===== config.mk =====
export PLATFORM = sky130hd
export DESIGN_NAME = bcpg_front
export DESIGN_NICKNAME = d
export VERILOG_FILES = /design/src/rtl/core/bcpg_pkg.sv /design/src/rtl/core/bcpg_front.sv
export SDC_FILE = /design/constraint.sdc
export NUM_CORES = 1
export LEC_CHECK = 0
export ABC_AREA = 0
export BUFFER_PORTS_ARGS = -buffer_cell sky130_fd_sc_hd__buf_2
export CORE_AREA = 2 2 107 109
export DETAILED_ROUTE_END_ITERATION = 12
export DIE_AREA = 0 0 109 111
export GPL_ROUTABILITY_DRIVEN = 0
export PLACE_DENSITY = 0.9
export RECOVER_POWER = 50
export SLEW_MARGIN = 5
export SYNTH_ARGS = -nofsm -noshare
export SYNTH_HDL_FRONTEND = slang
export SYNTH_SLANG_ARGS = --single-unit

===== constraint.sdc =====
create_clock -name clk_i -period 3.4 [get_ports clk_i]
set_clock_uncertainty 0.1 [all_clocks]
set_input_delay 0.68 -clock clk_i [delete_from_list [all_inputs] [get_ports clk_i]]
set_output_delay 0.68 -clock clk_i [all_outputs]
set_load 0.005 [all_outputs]

===== src/rtl/core/bcpg_pkg.sv =====
// ----------------------------------------------------------------------------
// bcpg_pkg
// Shared types and constants of the B-spline curve point generator.
// ----------------------------------------------------------------------------
`default_nettype none

package bcpg_pkg;

  // field widths
  localparam int NP_W   = 7;
  localparam int ORD_W  = 4;
  localparam int STEP_W = 24;
  localparam int IDX_W  = 6;
  localparam int CRD_W  = 32;
  localparam int PAR_W  = 23;
  localparam int CNT_W  = 32;
  localparam int BAS_W  = 31;

  // parameter defaults
  localparam int DEF_MAX_POINTS = 64;
  localparam int DEF_MAX_ORDER  = 8;

  // command queue depth
  localparam int QDEPTH = 2;

  // configuration register indexes
  localparam int CFG_AW = 2;
  localparam logic [CFG_AW-1:0] CFG_NUM_POINTS = 2'd0;
  localparam logic [CFG_AW-1:0] CFG_ORDER      = 2'd1;
  localparam logic [CFG_AW-1:0] CFG_STEP_SIZE  = 2'd2;

  // configuration reset values
  localparam logic [NP_W-1:0]   RST_NUM_POINTS = 7'd4;
  localparam logic [ORD_W-1:0]  RST_ORDER      = 4'd4;
  localparam logic [STEP_W-1:0] RST_STEP_SIZE  = 24'd65536;

  // saturation limits
  localparam logic [PAR_W-1:0] PAR_MAX = {PAR_W{1'b1}};
  localparam logic [CNT_W-1:0] CNT_MAX = {CNT_W{1'b1}};

  // one in Q1.30
  localparam logic [BAS_W-1:0] BASIS_ONE = 31'h4000_0000;

  typedef enum logic {
    OP_LOAD = 1'b0,
    OP_EMIT = 1'b1
  } op_e;

  typedef struct packed {
    logic [NP_W-1:0]   num_points;
    logic [ORD_W-1:0]  order;
    logic [STEP_W-1:0] step_size;
  } cfg_t;

  typedef struct packed {
    op_e              op;
    logic [IDX_W-1:0] idx;
    logic [CRD_W-1:0] x;
    logic [CRD_W-1:0] y;
    logic [PAR_W-1:0] u;
    logic [CNT_W-1:0] cnt;
    logic [CNT_W-1:0] cnt_nxt;
  } cmd_t;

endpackage

`default_nettype wire


===== src/rtl/core/bcpg_front.sv =====
// ----------------------------------------------------------------------------
// bcpg_front
// Accepts input items, tracks curve parameter and sample count, and issues
// load or emit commands into the command queue.
// ----------------------------------------------------------------------------
`default_nettype none

module bcpg_front (
  input  logic                             clk_i,
  input  logic                             rst_ni,
  input  logic [bcpg_pkg::STEP_W-1:0]      step_size_i,
  input  logic                             push,
  output logic                             full,
  input  logic                             func_i,
  input  logic [bcpg_pkg::IDX_W-1:0]       point_index_i,
  input  logic signed [bcpg_pkg::CRD_W-1:0] point_x_i,
  input  logic signed [bcpg_pkg::CRD_W-1:0] point_y_i,
  input  logic                             q_full_i,
  output logic                             q_push_o,
  output bcpg_pkg::cmd_t                   q_data_o
);
  import bcpg_pkg::*;

  logic [PAR_W-1:0] u_q, u_d;
  logic [CNT_W-1:0] cnt_q, cnt_d;
  logic [CNT_W-1:0] cnt_inc;
  logic [PAR_W+1:0] u_sum;
  logic             accept;

  assign accept   = push & ~q_full_i;
  assign full     = q_full_i;
  assign q_push_o = accept;

  // saturating advance of parameter and count
  assign u_sum   = (PAR_W+2)'(u_q) + (PAR_W+2)'(step_size_i);
  assign cnt_inc = (cnt_q == CNT_MAX) ? CNT_MAX : cnt_q + CNT_W'(1);

  always_comb begin
    u_d   = u_q;
    cnt_d = cnt_q;
    if (accept) begin
      if (op_e'(func_i) == OP_LOAD) begin
        u_d   = '0;
        cnt_d = '0;
      end else begin
        u_d   = (u_sum > (PAR_W+2)'(PAR_MAX)) ? PAR_MAX : u_sum[PAR_W-1:0];
        cnt_d = cnt_inc;
      end
    end
  end

  // command built from the item and current state
  always_comb begin
    q_data_o.op      = op_e'(func_i);
    q_data_o.idx     = point_index_i;
    q_data_o.x       = point_x_i;
    q_data_o.y       = point_y_i;
    q_data_o.u       = u_q;
    q_data_o.cnt     = cnt_q;
    q_data_o.cnt_nxt = cnt_inc;
  end

  always_ff @(posedge clk_i or negedge rst_ni) begin
    if (!rst_ni) begin
      u_q   <= '0;
      cnt_q <= '0;
    end else begin
      u_q   <= u_d;
      cnt_q <= cnt_d;
    end
  end

endmodule

`default_nettype wire


==> key figures, run 1 <==
STA
  • Setup repair after global routing missed its margin: false
  • Post-route worst setup slack: 0.132 ns
  • Upper clock frequency limit: 0.306 GHz
  • Tightest hold margin: 0.396 ns
  • Final worst path period share: 0.961
  • Fin Setup TNS: 0 ns
  • Number of failing hold endpoints at the final stage: 0
  • Final setup viols: 0
  • Max-slew violation count: 0
  • Worst-margin pin slew: 1.44 ns
  • Minimum clock period: 3.27 ns
  • Normalized max-slew margin: 0.0367

Synthesis
  • Mean cell area of the mapped netlist: 7.72 um^2
  • Synth warn: 0
  • Number of enable-type register cells in the synthesized netlist: 0
  • Part of the Yosys area used for sequential elements: 0.272
  • Syn Nets: 780
  • Share of flip-flops with an asynchronous set or reset: 1.00
  • Number of different library cells in the post-synthesis netlist: 62
  • Count of state elements after synthesis: 55
  • Main flop type after synthesis: dfrtp_1
  • Number of instances in the synthesized netlist: 656
  • Netlist area before placement: 5060 um^2

Floorplan
  • # IOs: 259
  • Floorplan die height: 111 um
  • Initial Util: 0.457
  • Row Count: 39
  • Core area: 11100 um^2
  • Die width: 109 um
  • DIE AREA: 12100 um^2

Cells and area
  • Antenna Cells: 0
  • Final standard cell utilization of the core: 0.492
  • Commonest cells after routing, fill and taps aside: buf_2, nand2_1, a21oi_1
  • Post-synthesis to final-layout area growth: 7.61%
  • Fraction of final layout cells sized beyond drive strength 1: 0.236
  • Fill cell instance count of the final layout: 1077
  • Count of nets after finishing: 818
  • Most common cell after layout, fill and taps aside: buf_2

Critical path
  • Peak fanout along the critical path: 5
  • Type of element capturing the critical path: output port
  • Arr. time, crit path: 2.49 ns
  • Critical path data required time: 2.62 ns
  • Largest stage delay on the critical path: 0.44 ns
  • Setup Crit Path Kind: flop to output port
  • Startpoint class of the critical path: flop
  • Cells along the critical path: ha_4, nand3_1, or2_1, or3_4, nor2_4, and3_1, nand4_1, o21a_1, buf_2
  • Slowest stage cell on the critical path: or3_4
  • Logic depth of the worst register-to-register path: 11

CTS
  • Clock tree root driver cell: clkbuf_16
  • CTS buffer count: 5
  • H-Tree Level Count: 2
  • CTS tree: built
  • Post-CTS Repair Setup Buffers: 0
  • CTS sink cnt: 55
  • Maximum buffer depth of the clock tree: 2
  • Clock-pin transition on the worst setup and hold timing paths: 0.07 ns
  • Post-CTS Hold Buffers: 0
  • Worst-Skew Late Latency: 0.29 ns

Hold path
  • Path class of the lowest-slack min-delay path: flop to flop
  • Worst Hold Depth: 2

GRT
  • Total Routing Usage GR: 0.213
  • Largest net degree at the start of global routing: 58
  • Via count of the first global-routing pass: 4355
  • Grt ovf: 0
  • First-pass GRT wire length: 21100 um
  • Antenna violations before repair: 0

Route
  • Average wire per standard cell: 15.6 um
  • Number of routed nets with antenna violations: 0
  • DRC viols: 0
  • Post-detailed-route via-to-cell ratio: 5.71
  • Number of optimization iterations in the first detailed-route pass: 5
  • Total via count in the routed design: 4786
  • Wire length reported by the detailed router: 13000 um
  • First DRT Iteration DRCs: 383

Power and ir drop
  • Cell Pwr Density: 410 nW/um^2
  • Peak supply drop: 0.222 mV
  • Total power draw: 2.23 mW
  • Leak Pwr: 2.82 nW

Placement
  • Setup slack at placement: 0.114 ns
  • Post-detail-place hpwl: 9450 um
  • Count of buffers inserted at the top-level ports: 118

Run
  • Number of violations of the max-capacitance limit: 0

Run status
  • Outcome: finished clean
-- cells in the mapped netlist (all sizes together) (4+ instances only) --
cell type / count / area share
a21o: 9 / 0.013
a21oi: 66 / 0.066
a22o: 5 / 0.0087
a31oi: 4 / 0.0049
and3: 13 / 0.016
buf: 84 / 0.12
clkbuf: 22 / 0.016
dfrtp: 55 / 0.27
ha: 24 / 0.059
inv: 19 / 0.014
nand2: 97 / 0.072
nand2b: 4 / 0.0049
nand3: 34 / 0.035
nand4: 13 / 0.016
nor2: 43 / 0.032
nor2b: 6 / 0.0074
nor3: 7 / 0.0069
o211ai: 4 / 0.0059
o21a: 7 / 0.010
o21ai: 51 / 0.051
or3: 5 / 0.0082
xnor2: 22 / 0.038
xor2: 21 / 0.036
-- worst max-delay path: cells and delay by family, from the launching register on --
| family | cells | cell delay [ns] |
|---|---|---|
| fa+ha+maj | 1 | 0.18 |
| simple gates | 6 | 1.37 |
| flops | 1 | 0.39 |
| compound gates | 1 | 0.14 |
| buf+inv | 1 | 0.12 |
-- state kept, by name, summed over array words and instances, names as in the netlist --
register / cells
cnt_q: 32
u_q: 23
-- layer usage --
metal	routed length [um]	global-route usage
met2	6370	0.357
met4	285	0.0658
met5	0	0
met3	841	0.0382
met1	5550	0.276
-- area by class of cell --
| cell class | count | area (um^2) | share of cell area |
|---|---|---|---|
| multi-input combinational | 477 | 2960 | 0.543 |
| sequential | 55 | 1380 | 0.253 |
| timing repair buffer | 136 | 718 | 0.132 |
| tap | 143 | 179 | 0.0328 |
| clock buffer | 5 | 125 | 0.0230 |
| inverter | 19 | 71.3 | 0.0131 |
| clock inverter | 3 | 20.0 | 0.00367 |
-- timing repair --
item / CTS / global route
endpoints found under the setup margin: 29 / 29
gates resized for setup: 6 / 5
pin swaps: 2 / 1
gates cloned: 0 / 1
endpoints found under the hold margin: 0 / 0
-- power by group --
part	switching, mW	internal (mW)	total [mW]
Combinational	0.523	0.409	0.932
Sequential	0.0625	0.718	0.780
Clock	0.249	0.273	0.522
Total	0.834	1.40	2.23
-- kinds of logic (layout without fill, tap and decap cells) --
kind of cell,Yosys count,in the layout,share of synthesized area
and+or+nand+nor,235,236,0.218
AOI/OAI and AO/OA,171,171,0.215
buffers and inverters,125,163,0.153
DFF,55,55,0.272
xor gates and xnor gates,43,43,0.0744
adders and majority gates,25,25,0.0633
muxes,2,2,0.00420
-- final timing paths --
path | start | end | slack, ns
worst max-delay path | cnt_q[0] | q_data_o[30] | 0.13
worst min-delay path | u_q[6] | u_q[6] | 0.40
worst max register to register | u_q[0] | u_q[22] | 0.49
worst min register to register | u_q[6] | u_q[6] | 0.40
max in group asynchronous | rst_ni | cnt_q[4] | 1.53
min in group asynchronous | rst_ni | cnt_q[17] | 0.69
-- metrics by stage --
stage | area [um^2] | instances
4_1_cts | 5430 | 837
3_3_place_gp | 5260 | 829
3_5_place_dp | 5260 | 829
2_1_floorplan | 5060 | 656
5_1_grt | 5450 | 838
6_report | 5450 | 838
No activity file was read; power rests on OpenSTA's default activity.
==> run 2: changes to the inputs <==
--- a/config.mk
+++ b/config.mk
@@ -7,9 +7,9 @@
 export LEC_CHECK = 0
 export ABC_AREA = 0
 export BUFFER_PORTS_ARGS = -buffer_cell sky130_fd_sc_hd__buf_2
-export CORE_AREA = 2 2 107 109
+export CORE_AREA = 2 2 96 122
 export DETAILED_ROUTE_END_ITERATION = 12
-export DIE_AREA = 0 0 109 111
+export DIE_AREA = 0 0 98 124
 export GPL_ROUTABILITY_DRIVEN = 0
 export PLACE_DENSITY = 0.9
 export RECOVER_POWER = 50
==> key figures, run 2 (synthesis gave the netlist of run 1 again) <==
Critical path
  • Type of element capturing the critical path: output port (unchanged)
  • Setup Crit Path Kind: flop to output port (unchanged)
  • Arr. time, crit path: 2.50 ns (was 2.49 ns)
  • Peak fanout along the critical path: 23 (was 5)
  • Slowest stage cell on the critical path: or3_4 (unchanged)
  • Cell with the most instances on the worst path: or3_4
  • Cells along the critical path: ha_1, nand3_1, or2_1, or3_4, or3_4, buf_4, nand2_1, buf_2 (was ha_4, nand3_1, or2_1, or3_4, nor2_4, and3_1, nand4_1, o21a_1, buf_2)
  • Startpoint class of the critical path: flop (unchanged)
  • Largest stage delay on the critical path: 0.48 ns (was 0.44 ns)
  • Critical path data required time: 2.62 ns (about the same)

Route
  • DRC viols: 0 (unchanged)
  • Met3 Wirelength: 924 um (was 841 um)
  • Average wire per standard cell: 16.8 um (was 15.6 um)
  • Met1 WL: 5330 um (was 5550 um)
  • Post-detailed-route via-to-cell ratio: 5.77 (was 5.71)
  • Total via count in the routed design: 4862 (was 4786)
  • Met2 wirelength from detailed routing: 7200 um (was 6370 um)
  • Number of optimization iterations in the first detailed-route pass: 5 (unchanged)
  • Number of routed nets with antenna violations: 0 (unchanged)
  • Wire length reported by the detailed router: 14200 um (was 13000 um)
  • Top Layer Used: met4 (unchanged)
  • First DRT Iteration DRCs: 208 (was 383)

Floorplan
  • # IOs: 259 (unchanged)
  • Die width: 98 um (was 109 um)
  • Row Count: 43 (was 39)
  • Initial Util: 0.464 (was 0.457)
  • Core area: 10900 um^2 (was 11100 um^2)
  • Floorplan die height: 124 um (was 111 um)
  • DIE AREA: 12200 um^2 (was 12100 um^2)

STA
  • Worst-margin pin slew: 1.28 ns (was 1.44 ns)
  • Setup repair after global routing missed its margin: false (unchanged)
  • Max-slew violation count: 0 (unchanged)
  • Minimum clock period: 3.28 ns (was 3.27 ns)
  • Upper clock frequency limit: 0.305 GHz (was 0.306 GHz)
  • Fin Setup TNS: 0 ns (unchanged)
  • Normalized max-slew margin: 0.146 (was 0.0367)
  • Number of failing hold endpoints at the final stage: 0 (unchanged)
  • Final worst path period share: 0.965 (was 0.961)
  • Final setup viols: 0 (unchanged)

CTS
  • Maximum buffer depth of the clock tree: 2 (unchanged)
  • Worst-Skew Late Latency: 0.30 ns (was 0.29 ns)
  • CTS tree: built (unchanged)
  • Clock-pin transition on the worst setup and hold timing paths: 0.07 ns (about the same)
  • CTS sink cnt: 55 (unchanged)
  • Number of gates resized after cts: 0 (was 6)
  • H-Tree Level Count: 2 (unchanged)
  • Clock tree root driver cell: clkbuf_16 (unchanged)
  • CTS buffer count: 5 (unchanged)

Cells and area
  • Post-synthesis to final-layout area growth: 9.17% (was 7.61%)
  • Flip-flop count of the largest register, all copies and words added: 32 (unchanged)
  • Fraction of final layout cells sized beyond drive strength 1: 0.235 (was 0.236)
  • Antenna Cells: 0 (unchanged)
  • Commonest cells after routing, fill and taps aside: buf_2, nand2_1, a21oi_1 (unchanged)
  • Count of nets after finishing: 830 (was 818)
  • Final design instance area without fill: 5530 um^2 (was 5450 um^2)
  • Most common cell after layout, fill and taps aside: buf_2 (unchanged)
  • Fill cell instance count of the final layout: 1085 (was 1077)
  • Registers with the highest flip-flop counts: cnt_q (32), u_q (23) (unchanged)
  • Largest reg by FF count: cnt_q (unchanged)

Placement
  • Post-detail-place hpwl: 10700 um (was 9450 um)
  • Count of buffers inserted at the top-level ports: 118 (unchanged)
  • Cell Area, Placed: 5360 um^2 (was 5260 um^2)

GRT
  • Antenna violations before repair: 0 (unchanged)
  • Grt ovf: 0 (unchanged)
  • Via count of the first global-routing pass: 4541 (was 4355)
  • Largest net degree at the start of global routing: 57 (was 58)
  • Total Routing Usage GR: 0.228 (was 0.213)
  • First-pass GRT wire length: 22300 um (was 21100 um)

Hold path
  • Path class of the lowest-slack min-delay path: flop to flop (unchanged)

Power and ir drop
  • Cell Pwr Density: 423 nW/um^2 (was 410 nW/um^2)
  • Peak supply drop: 0.275 mV (was 0.222 mV)
  • Leak Pwr: 2.90 nW (was 2.82 nW)

Run status
  • Outcome: finished clean (unchanged)

Run
  • Number of violations of the max-capacitance limit: 0 (unchanged)
run 2: cell count changes in the layout (fill, tap and decap cells not counted), sizes merged:
cell and change:
clkbuf +4, buf +10, bufinv +1, clkinvlp -2, or3 -1
run 2: routing by layer:
metal  global-route usage  vias to the layer above
li1                     -                     2304
met1                0.249                     2257
met2                0.415                      229
met3               0.0331                       72
met4                0.142                        0
met5                    0                        -
run 2: repair_timing:
item                       CTS  global route
setup endpoints to repair    0             4
hold buffers                 0             0
setup buffers                0             0
run 2: worst max-delay path, delay by kind of cell, from the launching register on:
| kind | cells | cell delay, ns |
|---|---|---|
| adders and majority gates | 1 | 0.18 |
| buffers and inverters | 2 | 0.32 |
| DFF | 1 | 0.35 |
| and+or+nand+nor | 5 | 1.36 |
run 2: per-stage QoR:
stage | cells | setup WS (ns) | power [mW] | hold WS (ns) | utilization
3_5_place_dp | 834 | 0.0416 | 1.73 | 0.384 | 0.491
5_1_grt | 842 | 0.0297 | 2.48 | 0.429 | 0.506
2_1_floorplan | 656 | 0.278 | 1.50 | 0.284 | -
3_3_place_gp | 834 | 0.0936 | 1.71 | 0.379 | 0.491
4_1_cts | 842 | 0.0416 | 2.35 | 0.258 | 0.507
6_report | 842 | 0.119 | 2.34 | 0.398 | 0.506
run 2: final timing paths:
check	to	slack (ns)	from	cells after the start
max	q_data_o[10]	0.12	cnt_q[0]	8
min	u_q[13]	0.40	u_q[13]	2
max reg2reg	u_q[4]	0.42	u_q[1]	10
min reg2reg	u_q[13]	0.40	u_q[13]	2
max in group asynchronous	cnt_q[4]	1.08	rst_ni	2
min in group asynchronous	u_q[0]	0.54	rst_ni	1
run 2: layout make-up:
type / instances / area, um^2 / area share
multi-input combinational: 476 / 2910 / 0.527
sequential: 55 / 1380 / 0.249
timing repair buffer: 149 / 825 / 0.149
tap: 135 / 169 / 0.0306
clock buffer: 6 / 139 / 0.0251
inverter: 19 / 71.3 / 0.0129
clock inverter: 2 / 35.0 / 0.00634
run 2: power breakdown:
part	internal, mW	total [mW]	leakage [nW]	switching (mW)
Combinational	0.412	0.954	2.08	0.542
Sequential	0.718	0.774	0.733	0.0560
Clock	0.367	0.612	0.0868	0.245
Total	1.50	2.34	2.90	0.843
