## src/rtl/core/bcpg_pkg.sv

```systemverilog
// ----------------------------------------------------------------------------
// bcpg_pkg
// Shared types and constants of the B-spline curve point generator.
// ----------------------------------------------------------------------------
`default_nettype none

package bcpg_pkg;

  // field widths
  localparam int NP_W   = 7;
  localparam int ORD_W  = 4;
  localparam int STEP_W = 24;
  localparam int IDX_W  = 6;
  localparam int CRD_W  = 32;
  localparam int PAR_W  = 23;
  localparam int CNT_W  = 32;
  localparam int BAS_W  = 31;

  // parameter defaults
  localparam int DEF_MAX_POINTS = 64;
  localparam int DEF_MAX_ORDER  = 8;

  // command queue depth
  localparam int QDEPTH = 2;

  // configuration register indexes
  localparam int CFG_AW = 2;
  localparam logic [CFG_AW-1:0] CFG_NUM_POINTS = 2'd0;
  localparam logic [CFG_AW-1:0] CFG_ORDER      = 2'd1;
  localparam logic [CFG_AW-1:0] CFG_STEP_SIZE  = 2'd2;

  // configuration reset values
  localparam logic [NP_W-1:0]   RST_NUM_POINTS = 7'd4;
  localparam logic [ORD_W-1:0]  RST_ORDER      = 4'd4;
  localparam logic [STEP_W-1:0] RST_STEP_SIZE  = 24'd65536;

  // saturation limits
  localparam logic [PAR_W-1:0] PAR_MAX = {PAR_W{1'b1}};
  localparam logic [CNT_W-1:0] CNT_MAX = {CNT_W{1'b1}};

  // one in Q1.30
  localparam logic [BAS_W-1:0] BASIS_ONE = 31'h4000_0000;

  typedef enum logic {
    OP_LOAD = 1'b0,
    OP_EMIT = 1'b1
  } op_e;

  typedef struct packed {
    logic [NP_W-1:0]   num_points;
    logic [ORD_W-1:0]  order;
    logic [STEP_W-1:0] step_size;
  } cfg_t;

  typedef struct packed {
    op_e              op;
    logic [IDX_W-1:0] idx;
    logic [CRD_W-1:0] x;
    logic [CRD_W-1:0] y;
    logic [PAR_W-1:0] u;
    logic [CNT_W-1:0] cnt;
    logic [CNT_W-1:0] cnt_nxt;
  } cmd_t;

endpackage

`default_nettype wire

```

## src/rtl/core/bcpg_queue.sv

```systemverilog
// ----------------------------------------------------------------------------
// bcpg_queue
// Short command queue between the front end and the evaluation engine.
// ----------------------------------------------------------------------------
`default_nettype none

module bcpg_queue (
  input  logic           clk_i,
  input  logic           rst_ni,
  input  logic           push_i,
  input  bcpg_pkg::cmd_t data_i,
  output logic           full_o,
  input  logic           pop_i,
  output bcpg_pkg::cmd_t data_o,
  output logic           empty_o
);
  import bcpg_pkg::*;

  localparam int PW = (QDEPTH > 1) ? $clog2(QDEPTH) : 1;
  localparam int CW = $clog2(QDEPTH + 1);

  cmd_t          mem_q [QDEPTH];
  logic [PW-1:0] wp_q, wp_d, rp_q, rp_d;
  logic [CW-1:0] cnt_q, cnt_d;
  logic          do_push, do_pop;

  assign full_o  = (cnt_q == CW'(QDEPTH));
  assign empty_o = (cnt_q == '0);
  assign data_o  = mem_q[rp_q];
  assign do_push = push_i & ~full_o;
  assign do_pop  = pop_i & ~empty_o;

  // pointer and fill update
  always_comb begin
    wp_d  = wp_q;
    rp_d  = rp_q;
    cnt_d = cnt_q;
    if (do_push) wp_d = (wp_q == PW'(QDEPTH - 1)) ? '0 : wp_q + PW'(1);
    if (do_pop)  rp_d = (rp_q == PW'(QDEPTH - 1)) ? '0 : rp_q + PW'(1);
    if (do_push && !do_pop) cnt_d = cnt_q + CW'(1);
    else if (do_pop && !do_push) cnt_d = cnt_q - CW'(1);
  end

  always_ff @(posedge clk_i or negedge rst_ni) begin
    if (!rst_ni) begin
      wp_q  <= '0;
      rp_q  <= '0;
      cnt_q <= '0;
    end else begin
      wp_q  <= wp_d;
      rp_q  <= rp_d;
      cnt_q <= cnt_d;
    end
  end

  // entry storage
  always_ff @(posedge clk_i) begin
    if (do_push) mem_q[wp_q] <= data_i;
  end

endmodule

`default_nettype wire

```

## config.mk

```make
export PLATFORM = sky130hd
export DESIGN_NAME = bcpg_queue
export DESIGN_NICKNAME = d
export VERILOG_FILES = /design/src/rtl/core/bcpg_pkg.sv /design/src/rtl/core/bcpg_queue.sv
export SDC_FILE = /design/constraint.sdc
export NUM_CORES = 1
export LEC_CHECK = 0
export CAP_MARGIN = 20
export CORE_MARGIN = 5
export CORE_UTILIZATION = 40
export DETAILED_ROUTE_END_ITERATION = 8
export DONT_BUFFER_PORTS = 1
export PLACE_DENSITY = 0.65
export RECOVER_POWER = 25
export SLEW_MARGIN = 20
export SYNTH_ARGS = -nofsm -noshare
export SYNTH_HDL_FRONTEND = slang
export SYNTH_SLANG_ARGS = --single-unit
export TNS_END_PERCENT = 10
```

## constraint.sdc

```tcl
create_clock -name clk_i -period 8.9 [get_ports clk_i]
set_input_delay 2.67 -clock clk_i [delete_from_list [all_inputs] [get_ports clk_i]]
set_output_delay 2.67 -clock clk_i [all_outputs]
set_load 0.02 [all_outputs]
```

==> results of run 1 <==
synthesized netlist by cell type (all sizes together):
master | instances | area [µm²]
edfxtp | 316 | 9490
mux2 | 158 | 2160
buf | 18 | 178
dfrtp | 4 | 100
nor2 | 3 | 11.3
xnor2 | 3 | 26.3
inv | 2 | 7.51
xor2 | 2 | 17.5
and3 | 1 | 6.26
ha | 1 | 12.5
nand2 | 1 | 3.75
nand2b | 1 | 6.26
o21ai | 1 | 5.00
how the worst max path moves through the flow:
stage	slack, ns	cells past startpoint	to
after floorplan	1.58	2	mem_q[0][0]
final	3.56	2	data_o[146]
after global placement	3.88	2	data_o[153]
after detailed placement	3.79	2	data_o[146]
after global routing	3.44	2	data_o[156]
after CTS	3.26	2	data_o[146]
flip-flops by register name, summed over array words and instances (netlist names):
register  flops
rp_q          1
cnt_q         2
mem_q       316
wp_q          1
final cells by class:
cell class,instances,area [µm²],share of cell area
Clock buffer,39,891,0.0661
Clock inverter,22,166,0.0123
Inverter,2,7.51,0.000557
Multi-Input combinational cell,171,2260,0.168
Sequential cell,320,9590,0.712
Tap cell,390,488,0.0362
Timing Repair Buffer,7,76.3,0.00566
stage by stage:
stage | hold WS (ns) | power (mW)
after floorplan | 0.479 | 3.55
after global placement | 0.502 | 3.67
after detailed placement | 0.512 | 3.72
after CTS | 0.524 | 5.05
after global routing | 0.574 | 5.19
final | 0.519 | 4.97
routing by layer:
| metal | global-route usage | vias to the layer above | wire length, µm | share of wire |
|---|---|---|---|---|
| li1 | - | 2083 | - | - |
| met1 | 0.128 | 2287 | 7340 | 0.33 |
| met2 | 0.219 | 227 | 11500 | 0.52 |
| met3 | 0.0698 | 43 | 2840 | 0.13 |
| met4 | 0.0399 | 4 | 479 | 0.022 |
| met5 | 0 | - | 31 | 0.0014 |
kinds of logic (layout without fill, tap and decap cells):
logic type,Yosys count,count (layout),share of synthesized area
fa+ha+maj,1,1,0.00104
mux,158,158,0.180
xor+xnor,5,5,0.00364
simple gates,6,6,0.00229
buf+inv,20,70,0.0154
flops,320,320,0.798
compound gates,1,1,0.000416
report_power, final:
part           switching, mW  total (mW)  internal (mW)  leakage [nW]
registers              0.127        2.19           2.07          2.98
logic                  0.926        1.46          0.538          1.15
clock network          0.532        1.31          0.779         0.525
total                   1.59        4.97           3.38          4.66
layout by cell type, fill, tap and decap left out, types with 2 or more instances in the layout:
master      count
buf_4           5
bufinv_16       2
clkbuf_1        4
clkbuf_16      35
clkinv_1        5
clkinv_2       11
clkinvlp_4      2
dfrtp_1         3
edfxtp_1      316
inv_1           2
inv_6           2
mux2_2         57
mux2_4        101
nor2_1          2
xnor2_1         3
xor2_1          2
==> run metrics, run 1 <==
Num Clock Sinks=320; die height=183 µm; post-route setup TNS=0 ns; synthesized cell area=12,000 µm²; number of hold buffers added after CTS=0; DRC Markers=0; dpl ws=3.79 ns; Post-DRT Antenna Nets=0; Syn Inst Count=511; Skew-Pair Late Insertion Delay=0.49 ns; initial antenna violation count=2; fin cells=951; Warnings, synthesis=0; GPL Wtd Cong=0.774; Hold Violations, Final=0; Seq/Total Area, Yosys=0.798; worst-margin pin slew=1.02 ns; total CTS buffers=34; CORE AREA=29,600 µm²; # rows=63; CTS tree=built; slack of the worst reg-to-reg path=6.26 ns; CTS root buf=clkbuf_16; GRT Util Overall=0.125; FF+latch count, synth=320; number of global-route vias before repair=5,103; worst clock skew=0.0170 ns; WS Path Type=reg -> out; # setup viols final=0; max cap viols=0; ant diodes=0; Clk pin slew, worst setup/hold paths=0.06 ns; r2r endpoint=mem_q[0][112]; Initial DRT Pass Iterations=4; Worst R2R Path Depth=5; layout cells sized above 1=0.392; global route overflow=0; final core occ=0.455; largest net degree at the start of global routing=74; fmax=187 MHz; Inst Count DP=889; maximum clock insertion buffer count=3; status=complete, no violations; DR iter-0 viols=201; final wirelength=22,100 µm; Worst Setup SP=rp_q; WP buf/inv=1; pwr dens=369 nW/µm²; fill cell count=2,480; Mapped Nets=674; Mapped Avg Cell Area=23.5 µm²; Ports=322; element type at the critical path end=output pin; global-route wire length before repair=32,100 µm; critical path's top delay family=flip-flops; worst hold start=cnt_q[1]; Hold EP=cnt_q[1]; Wirelength per Cell=23.3 µm; post_cts resized=0; Die W=183 µm; Port Buffers=0; placed inst area=12,400 µm²; post-route setup slack=3.56 ns; Netlist cell types=15; Slowest-stage cell, CP=dfrtp_4; die area=33,600 µm²; Design Area, Final=13,500 µm²; Vias=4,644; final cycle utilization of the critical path=0.600; WP data required=6.23 ns; CP Cell Sequence=buf_6 -> mux2_2; Post-DP HPWL=15,200 µm; RR Startpoint=cnt_q[0]; Worst Hold Path Cells=1; IR drop worst, VDD=0.254 mV; RSZ-0062 raised after global routing=no; initial cell density of the core=0.406; Critical Path Start Type=flop; CP Max Fanout=73; Max Slew Vio Count=0; via/cell ratio=4.88; min Tclk post-route=5.34 ns; Lkg Pwr=4.66 nW; area added between synthesis and finish=12.1%; Hold Crit Class=reg -> reg; Max-slew headroom=0.322; Post-CTS Setup Bufs=0; final net count=699; Critical Path Max Stage Delay=0.84 ns; H-tree Lvls=2; crit path DAT=2.67 ns
Note: power is estimated with default switching activity, not from simulation.
==> run 2, diff against run 1 <==
Clock period 8.9 ns to 4.92 ns, I/O delays scaled along.
==> run metrics, run 2 (same netlist as run 1, synthesis figures left out) <==
status=complete, no violations; die height=183 µm (unchanged); total CTS buffers=31 (-8.8%); Slowest-stage cell, CP=dfrtp_4; # setup viols final=0 (unchanged); Post-DRT Antenna Nets=0 (unchanged); GRT Util Overall=0.123 (-0.00195); # rows=63 (unchanged); final cycle utilization of the critical path=0.799; element type at the critical path end=output pin; CP Cell Sequence=buf_4 -> mux2_2; area added between synthesis and finish=11.9%; Biggest register=mem_q; pwr dens=664 nW/µm² (+80%); Psw=2.86 mW (+80%); Max-slew headroom=0.397 (+0.0751); WS Path Type=reg -> out; largest net degree at the start of global routing=95 (+28%); final core occ=0.454 (-0.000802); Hold Crit Class=reg -> reg; Port Buffers=0 (unchanged); ant diodes=0 (unchanged); Wirelength per Cell=23.0 µm (-1.1%); Max Slew Vio Count=0 (unchanged); internal cell power=6.08 mW (+80%); DR iter-0 viols=186 (-7.5%); Ports=322 (unchanged); crit path DAT=2.46 ns (-0.21 ns); Worst Setup SP=rp_q; Hold Violations, Final=0 (unchanged); IR drop worst, VDD=0.336 mV (+32%); maximum clock insertion buffer count=3 (unchanged); final hold slack=0.523 ns (+0.00384 ns); CP Max Fanout=59 (-19%); Vias=4,640 (-0.086%); post_cts resized=0 (unchanged); RSZ-0062 raised after global routing=no; Die W=183 µm (unchanged); CTS tree=built; RR Startpoint=cnt_q[0]; initial cell density of the core=0.406 (unchanged); worst clock skew=0.00660 ns (-0.0104 ns); worst-margin pin slew=0.904 ns (-0.113 ns); max FFs per register=316 (unchanged); Critical Path Start Type=flop; Post-DP HPWL=15,200 µm (-0.47%); largest registers=mem_q (316), cnt_q (2); register share of total power=0.444 (+0.003); global-route wire length before repair=31,900 µm (-0.58%); via/cell ratio=4.89 (+0.23%); fmax=254 MHz; Worst R2R Path Depth=3 (-2); Initial DRT Pass Iterations=4 (unchanged); H-tree Lvls=1 (-1); Lkg Pwr=4.63 nW (-0.49%); final net count=697 (-0.29%); layout cells sized above 1=0.382 (-0.0104); total design power=8.94 mW (+80%); max cap viols=0 (unchanged); number of hold buffers added after CTS=0 (unchanged); global route overflow=0 (unchanged); Skew-Pair Late Insertion Delay=0.54 ns (+0.05 ns); most frequent cells in the layout=edfxtp_1, mux2_4, mux2_2, clkbuf_16, clkinv_1; worst hold start=cnt_q[1]; commonest non-fill, non-tap cell in the layout=edfxtp_1; number of global-route vias before repair=5,116 (+0.25%); min Tclk post-route=3.93 ns; CORE AREA=29,600 µm² (unchanged); Num Clock Sinks=320 (unchanged); r2r endpoint=mem_q[1][58]; Post-CTS Setup Bufs=0 (unchanged); sw frac=0.320 (+0.000615); Logic pwr share=0.298 (+0.003); WP data required=3.44 ns (-2.79 ns); Critical Path Max Stage Delay=0.98 ns (+0.14 ns); GPL Wtd Cong=0.734 (-5.1%); Clk pin slew, worst setup/hold paths=0.06 ns (about the same); final wirelength=21,800 µm (-1.4%); crit path capture=data_o[125]; slack of the worst reg-to-reg path=2.77 ns (-3.49 ns); die area=33,600 µm² (unchanged); CTS root buf=clkbuf_16; clock group share of total power=0.257 (-0.007); DRC Markers=0 (unchanged); initial antenna violation count=1 (-1)
## run 2: cell types whose count changed in the layout (fill, tap and decap cells not counted), moves of 2 or more
| cell | before | now |
|---|---|---|
| buf_12 | 0 | 4 |
| bufinv_16 | 2 | 4 |
| clkbuf_1 | 4 | 6 |
| clkbuf_16 | 35 | 31 |
| clkinv_1 | 5 | 7 |
| clkinv_2 | 11 | 6 |
## run 2: through the flow
step / setup TNS (ns) / instances / setup slack (ns) / instance area, µm²
finish: 0 / 948 / 0.989 / 13500
global route: 0 / 948 / 0.841 / 13500
CTS: 0 / 948 / 0.937 / 13500
detailed placement: 0 / 891 / 1.54 / 12500
global placement: 0 / 891 / 1.58 / 12500
floorplan: -118.35 / 511 / -0.749 / 12000
## run 2: routing by layer
| layer | global-route usage | part of all wire | vias up |
|---|---|---|---|
| met2 | 0.214 | 0.50 | 232 |
| met5 | 0 | 0.00060 | - |
| met3 | 0.0742 | 0.14 | 31 |
| met1 | 0.126 | 0.33 | 2294 |
| li1 | - | - | 2081 |
| met4 | 0.0334 | 0.019 | 2 |
## run 2: worst max-delay path: cells and delay by family, from the launching register on
kind | cells | cell delay, ns
buffers and inverters | 1 | 0.44
flip-flops | 1 | 0.98
multiplexers | 1 | 0.45
## run 2: how the worst min path moves through the flow
stage	end	slack (ns)	depth (start not counted)
CTS	cnt_q[1]	0.52	1
global placement	cnt_q[1]	0.50	1
finish	cnt_q[1]	0.52	1
detailed placement	cnt_q[1]	0.51	1
floorplan	cnt_q[1]	0.48	1
global route	cnt_q[1]	0.55	1
## run 2: power by group through the flow
stage / sequential (mW) / combinational (mW) / clock (mW)
after global routing: 4.04 / 2.80 / 2.49
final: 3.97 / 2.67 / 2.30
after floorplan: 3.96 / 2.45 / 0
after detailed placement: 4.04 / 2.73 / 0
after global placement: 4.00 / 2.68 / 0
after CTS: 3.99 / 2.74 / 2.37
## run 2: area by class of cell
| class | instances | area [µm²] |
|---|---|---|
| sequential | 320 | 9590 |
| multi-input combinational | 171 | 2260 |
| tap | 390 | 488 |
| inverter | 2 | 7.51 |
| clock buffer | 37 | 798 |
| timing repair buffer | 8 | 110 |
| fill | 2462 | 16200 |
| clock inverter | 20 | 201 |
==> run 3, diff against run 2 <==
Settings changed: ABC_AREA from default to 1, PLACE_DENSITY 0.65 to 0.67.
Clock period 4.92 ns to 3.4 ns, I/O delays scaled along.
==> run metrics, run 3 <==
die area=32,900 µm² (-2.0%); FF+latch count, synth=320 (unchanged); async set-reset flop share out of synthesis=0.0125 (unchanged); Port Buffers=0 (unchanged); Logic pwr share=0.316 (+0.018); fmax=316 MHz; post-route setup TNS=0 ns (unchanged); post_cts resized=0 (unchanged); worst-margin pin slew=0.904 ns (+0.00000519 ns); GRT Util Overall=0.140 (+0.0162); CORE AREA=28,900 µm² (-2.6%); Critical Path Start Type=flop; worst clock skew=0.0119 ns (+0.00531 ns); DR iter-0 viols=352 (+89%); largest registers=mem_q (316), cnt_q (2); element type at the critical path end=output pin; total CTS buffers=31 (unchanged); slack of the worst reg-to-reg path=1.02 ns (-1.75 ns); largest net degree at the start of global routing=160 (+68%); Slowest-stage cell, CP=dfrtp_4; Synth top cells by count=nand2_1, edfxtp_1, buf_2; CTS tree=built; WP data required=2.38 ns (-1.06 ns); count leader, synth=nand2_1; register share of total power=0.436 (-0.008); Num Clock Sinks=320 (unchanged); max FFs per register=316 (unchanged); sw frac=0.381 (+0.0611); CP Cell Sequence=buf_12 -> nand2_1 -> nand2_1 -> buf_4; Initial DRT Pass Iterations=4 (unchanged); crit path DAT=2.14 ns (-0.32 ns); Clk pin slew, worst setup/hold paths=0.06 ns (about the same); Warnings, synthesis=0 (unchanged); min Tclk post-route=3.16 ns; global-route wire length before repair=36,400 µm (+14%); share of the synthesized area in the top cell type=0.807 (+0.0174); status=complete, no violations; area of the multi-input gates=1910 µm² (-16%); Mapped Avg Cell Area=13.7 µm² (-42%); Max Slew Vio Count=0 (unchanged); post-synth top area cell=edfxtp_1; final cycle utilization of the critical path=0.930; area added between synthesis and finish=12.8%; Netlist cell types=15 (unchanged); top cells by area, synth=edfxtp_1, nand2_1, buf_6; Synth Flop Type=edfxtp_1; max cap viols=0 (unchanged); pwr dens=963 nW/µm² (+45%); FF+latch area=9590 µm² (unchanged); global route overflow=0 (unchanged); total design power=12.8 mW (+43%); # setup viols final=0 (unchanged); Hold Violations, Final=0 (unchanged); WS Path Type=reg -> out; final wirelength=24,400 µm (+12%); Mapped Nets=1,020 (+51%); synthesized cell area=11,800 µm² (-2.2%); Skew-Pair Late Insertion Delay=0.54 ns (about the same); via/cell ratio=4.76 (-2.7%); Ports=322 (unchanged); WP buf/inv=2 (+1); number of hold buffers added after CTS=0 (unchanged); final hold slack=0.164 ns (-0.359 ns); Post-synth EDFFs=316 (unchanged); CP Max Fanout=159 (+170%); critical path's top delay family=buffers and inverters; commonest non-fill, non-tap cell in the layout=nand2_1; die height=181 µm (-1.0%); DRC Markers=0 (unchanged); # rows=62 (-1.6%); Biggest register=mem_q; RSZ-0062 raised after global routing=no; Max-slew headroom=0.397 (about the same); Wirelength per Cell=19.0 µm (-18%); fill cell count=2,478 (+0.65%); Critical Path Max Stage Delay=0.44 ns (-0.54 ns); final net count=1,041 (+49%); Post-CTS Setup Bufs=0 (unchanged); Post-DP HPWL=16,100 µm (+6.0%); Seq/Total Area, Yosys=0.815 (+0.0176); Psw=4.87 mW (+70%); number of global-route vias before repair=6,170 (+21%); initial antenna violation count=0 (-1); Design Area, Final=13,300 µm² (-1.4%); Inst Count DP=1,229 (+38%); CTS root buf=clkbuf_16; GPL Wtd Cong=0.783 (+6.6%); H-tree Lvls=1 (unchanged); layout cells sized above 1=0.0820 (-0.300); most frequent cell on the critical path=nand2_1; Post-DRT Antenna Nets=0 (unchanged); placed inst area=12,300 µm² (-1.1%); Hold Crit Class=in -> async; ant diodes=0 (unchanged); clock group share of total power=0.248 (-0.009); IR drop worst, VDD=0.685 mV (+100%); Die W=181 µm (-1.0%); initial cell density of the core=0.408 (+0.00200); fin cells=1,286 (+36%); Lkg Pwr=5.08 nW (+9.7%); maximum clock insertion buffer count=3 (unchanged); most frequent cells in the layout=nand2_1, edfxtp_1, clkbuf_16, buf_4, clkinv_1; Vias=6,125 (+32%); Syn Inst Count=857 (+68%); internal cell power=7.92 mW (+30%)
## run 3: cell types whose count changed after synthesis, sizes merged, moves of 2 or more
cell / before / now
nand2: 1 / 483
mux2: 158 / 0
buf: 18 / 35
inv: 2 / 8
xnor2: 3 / 1
xor2: 2 / 0
## run 3: per-layer routing
| layer | up-vias | wire length (µm) | GRT usage |
|---|---|---|---|
| li1 | 2931 | - | - |
| met1 | 2894 | 8470 | 0.152 |
| met2 | 251 | 11800 | 0.231 |
| met3 | 49 | 3370 | 0.0830 |
| met4 | 0 | 777 | 0.0405 |
| met5 | - | 0 | 0 |
## run 3: power by group through the flow
stage | combinational [mW] | clock, mW | sequential, mW
2_1_floorplan | 3.25 | 0 | 5.68
3_3_place_gp | 4.09 | 0 | 5.64
3_5_place_dp | 4.11 | 0 | 5.66
4_1_cts | 4.12 | 3.26 | 5.59
5_1_grt | 4.42 | 3.43 | 5.64
6_report | 4.04 | 3.17 | 5.58
## run 3: path summary, 6_finish.rpt
path / end / cells past startpoint / from
max: data_o[57] / 4 / rp_q
max in group asynchronous: rp_q / 0 / rst_ni
min in group clk_i: wp_q / 2 / wp_q
min: rp_q / 0 / rst_ni
min reg2reg: wp_q / 2 / wp_q
max reg2reg: mem_q[0][24] / 6 / cnt_q[1]
## run 3: area by class of cell
cell class,instances,share of cell area
Sequential cell,320,0.723
Multi-Input combinational cell,494,0.144
Clock buffer,34,0.0593
Tap cell,384,0.0362
Timing Repair Buffer,23,0.0224
Clock inverter,23,0.0121
Inverter,8,0.00368
## run 3: worst reg2reg max path, cell delays in order (launching register included)
cell and delay (ns):
dfrtp_1 0.41, inv_1 0.12, nor2_1 0.47, nor2_4 0.09
nand2_2 0.12, clkinvlp_4 0.44, buf_12 0.38
## run 3: logic make-up (layout without fill, tap and decap cells)
kind of cell | after synthesis | count (layout) | synth area share
AO/OA/AOI/OAI | 2 | 2 | 0.000851
XOR/XNOR | 1 | 1 | 0.000745
adder cells (fa/ha/maj) | 1 | 1 | 0.00106
buffers and inverters | 43 | 88 | 0.0251
flip-flops | 320 | 320 | 0.815
AND/OR/NAND/NOR | 490 | 490 | 0.157
## run 3: through the flow
stage	worst slack (ns)	util
4_1_cts	0.267	0.460
5_1_grt	0.160	0.460
3_3_place_gp	0.880	0.427
2_1_floorplan	-0.512	-
6_report	0.239	0.460
3_5_place_dp	0.863	0.427
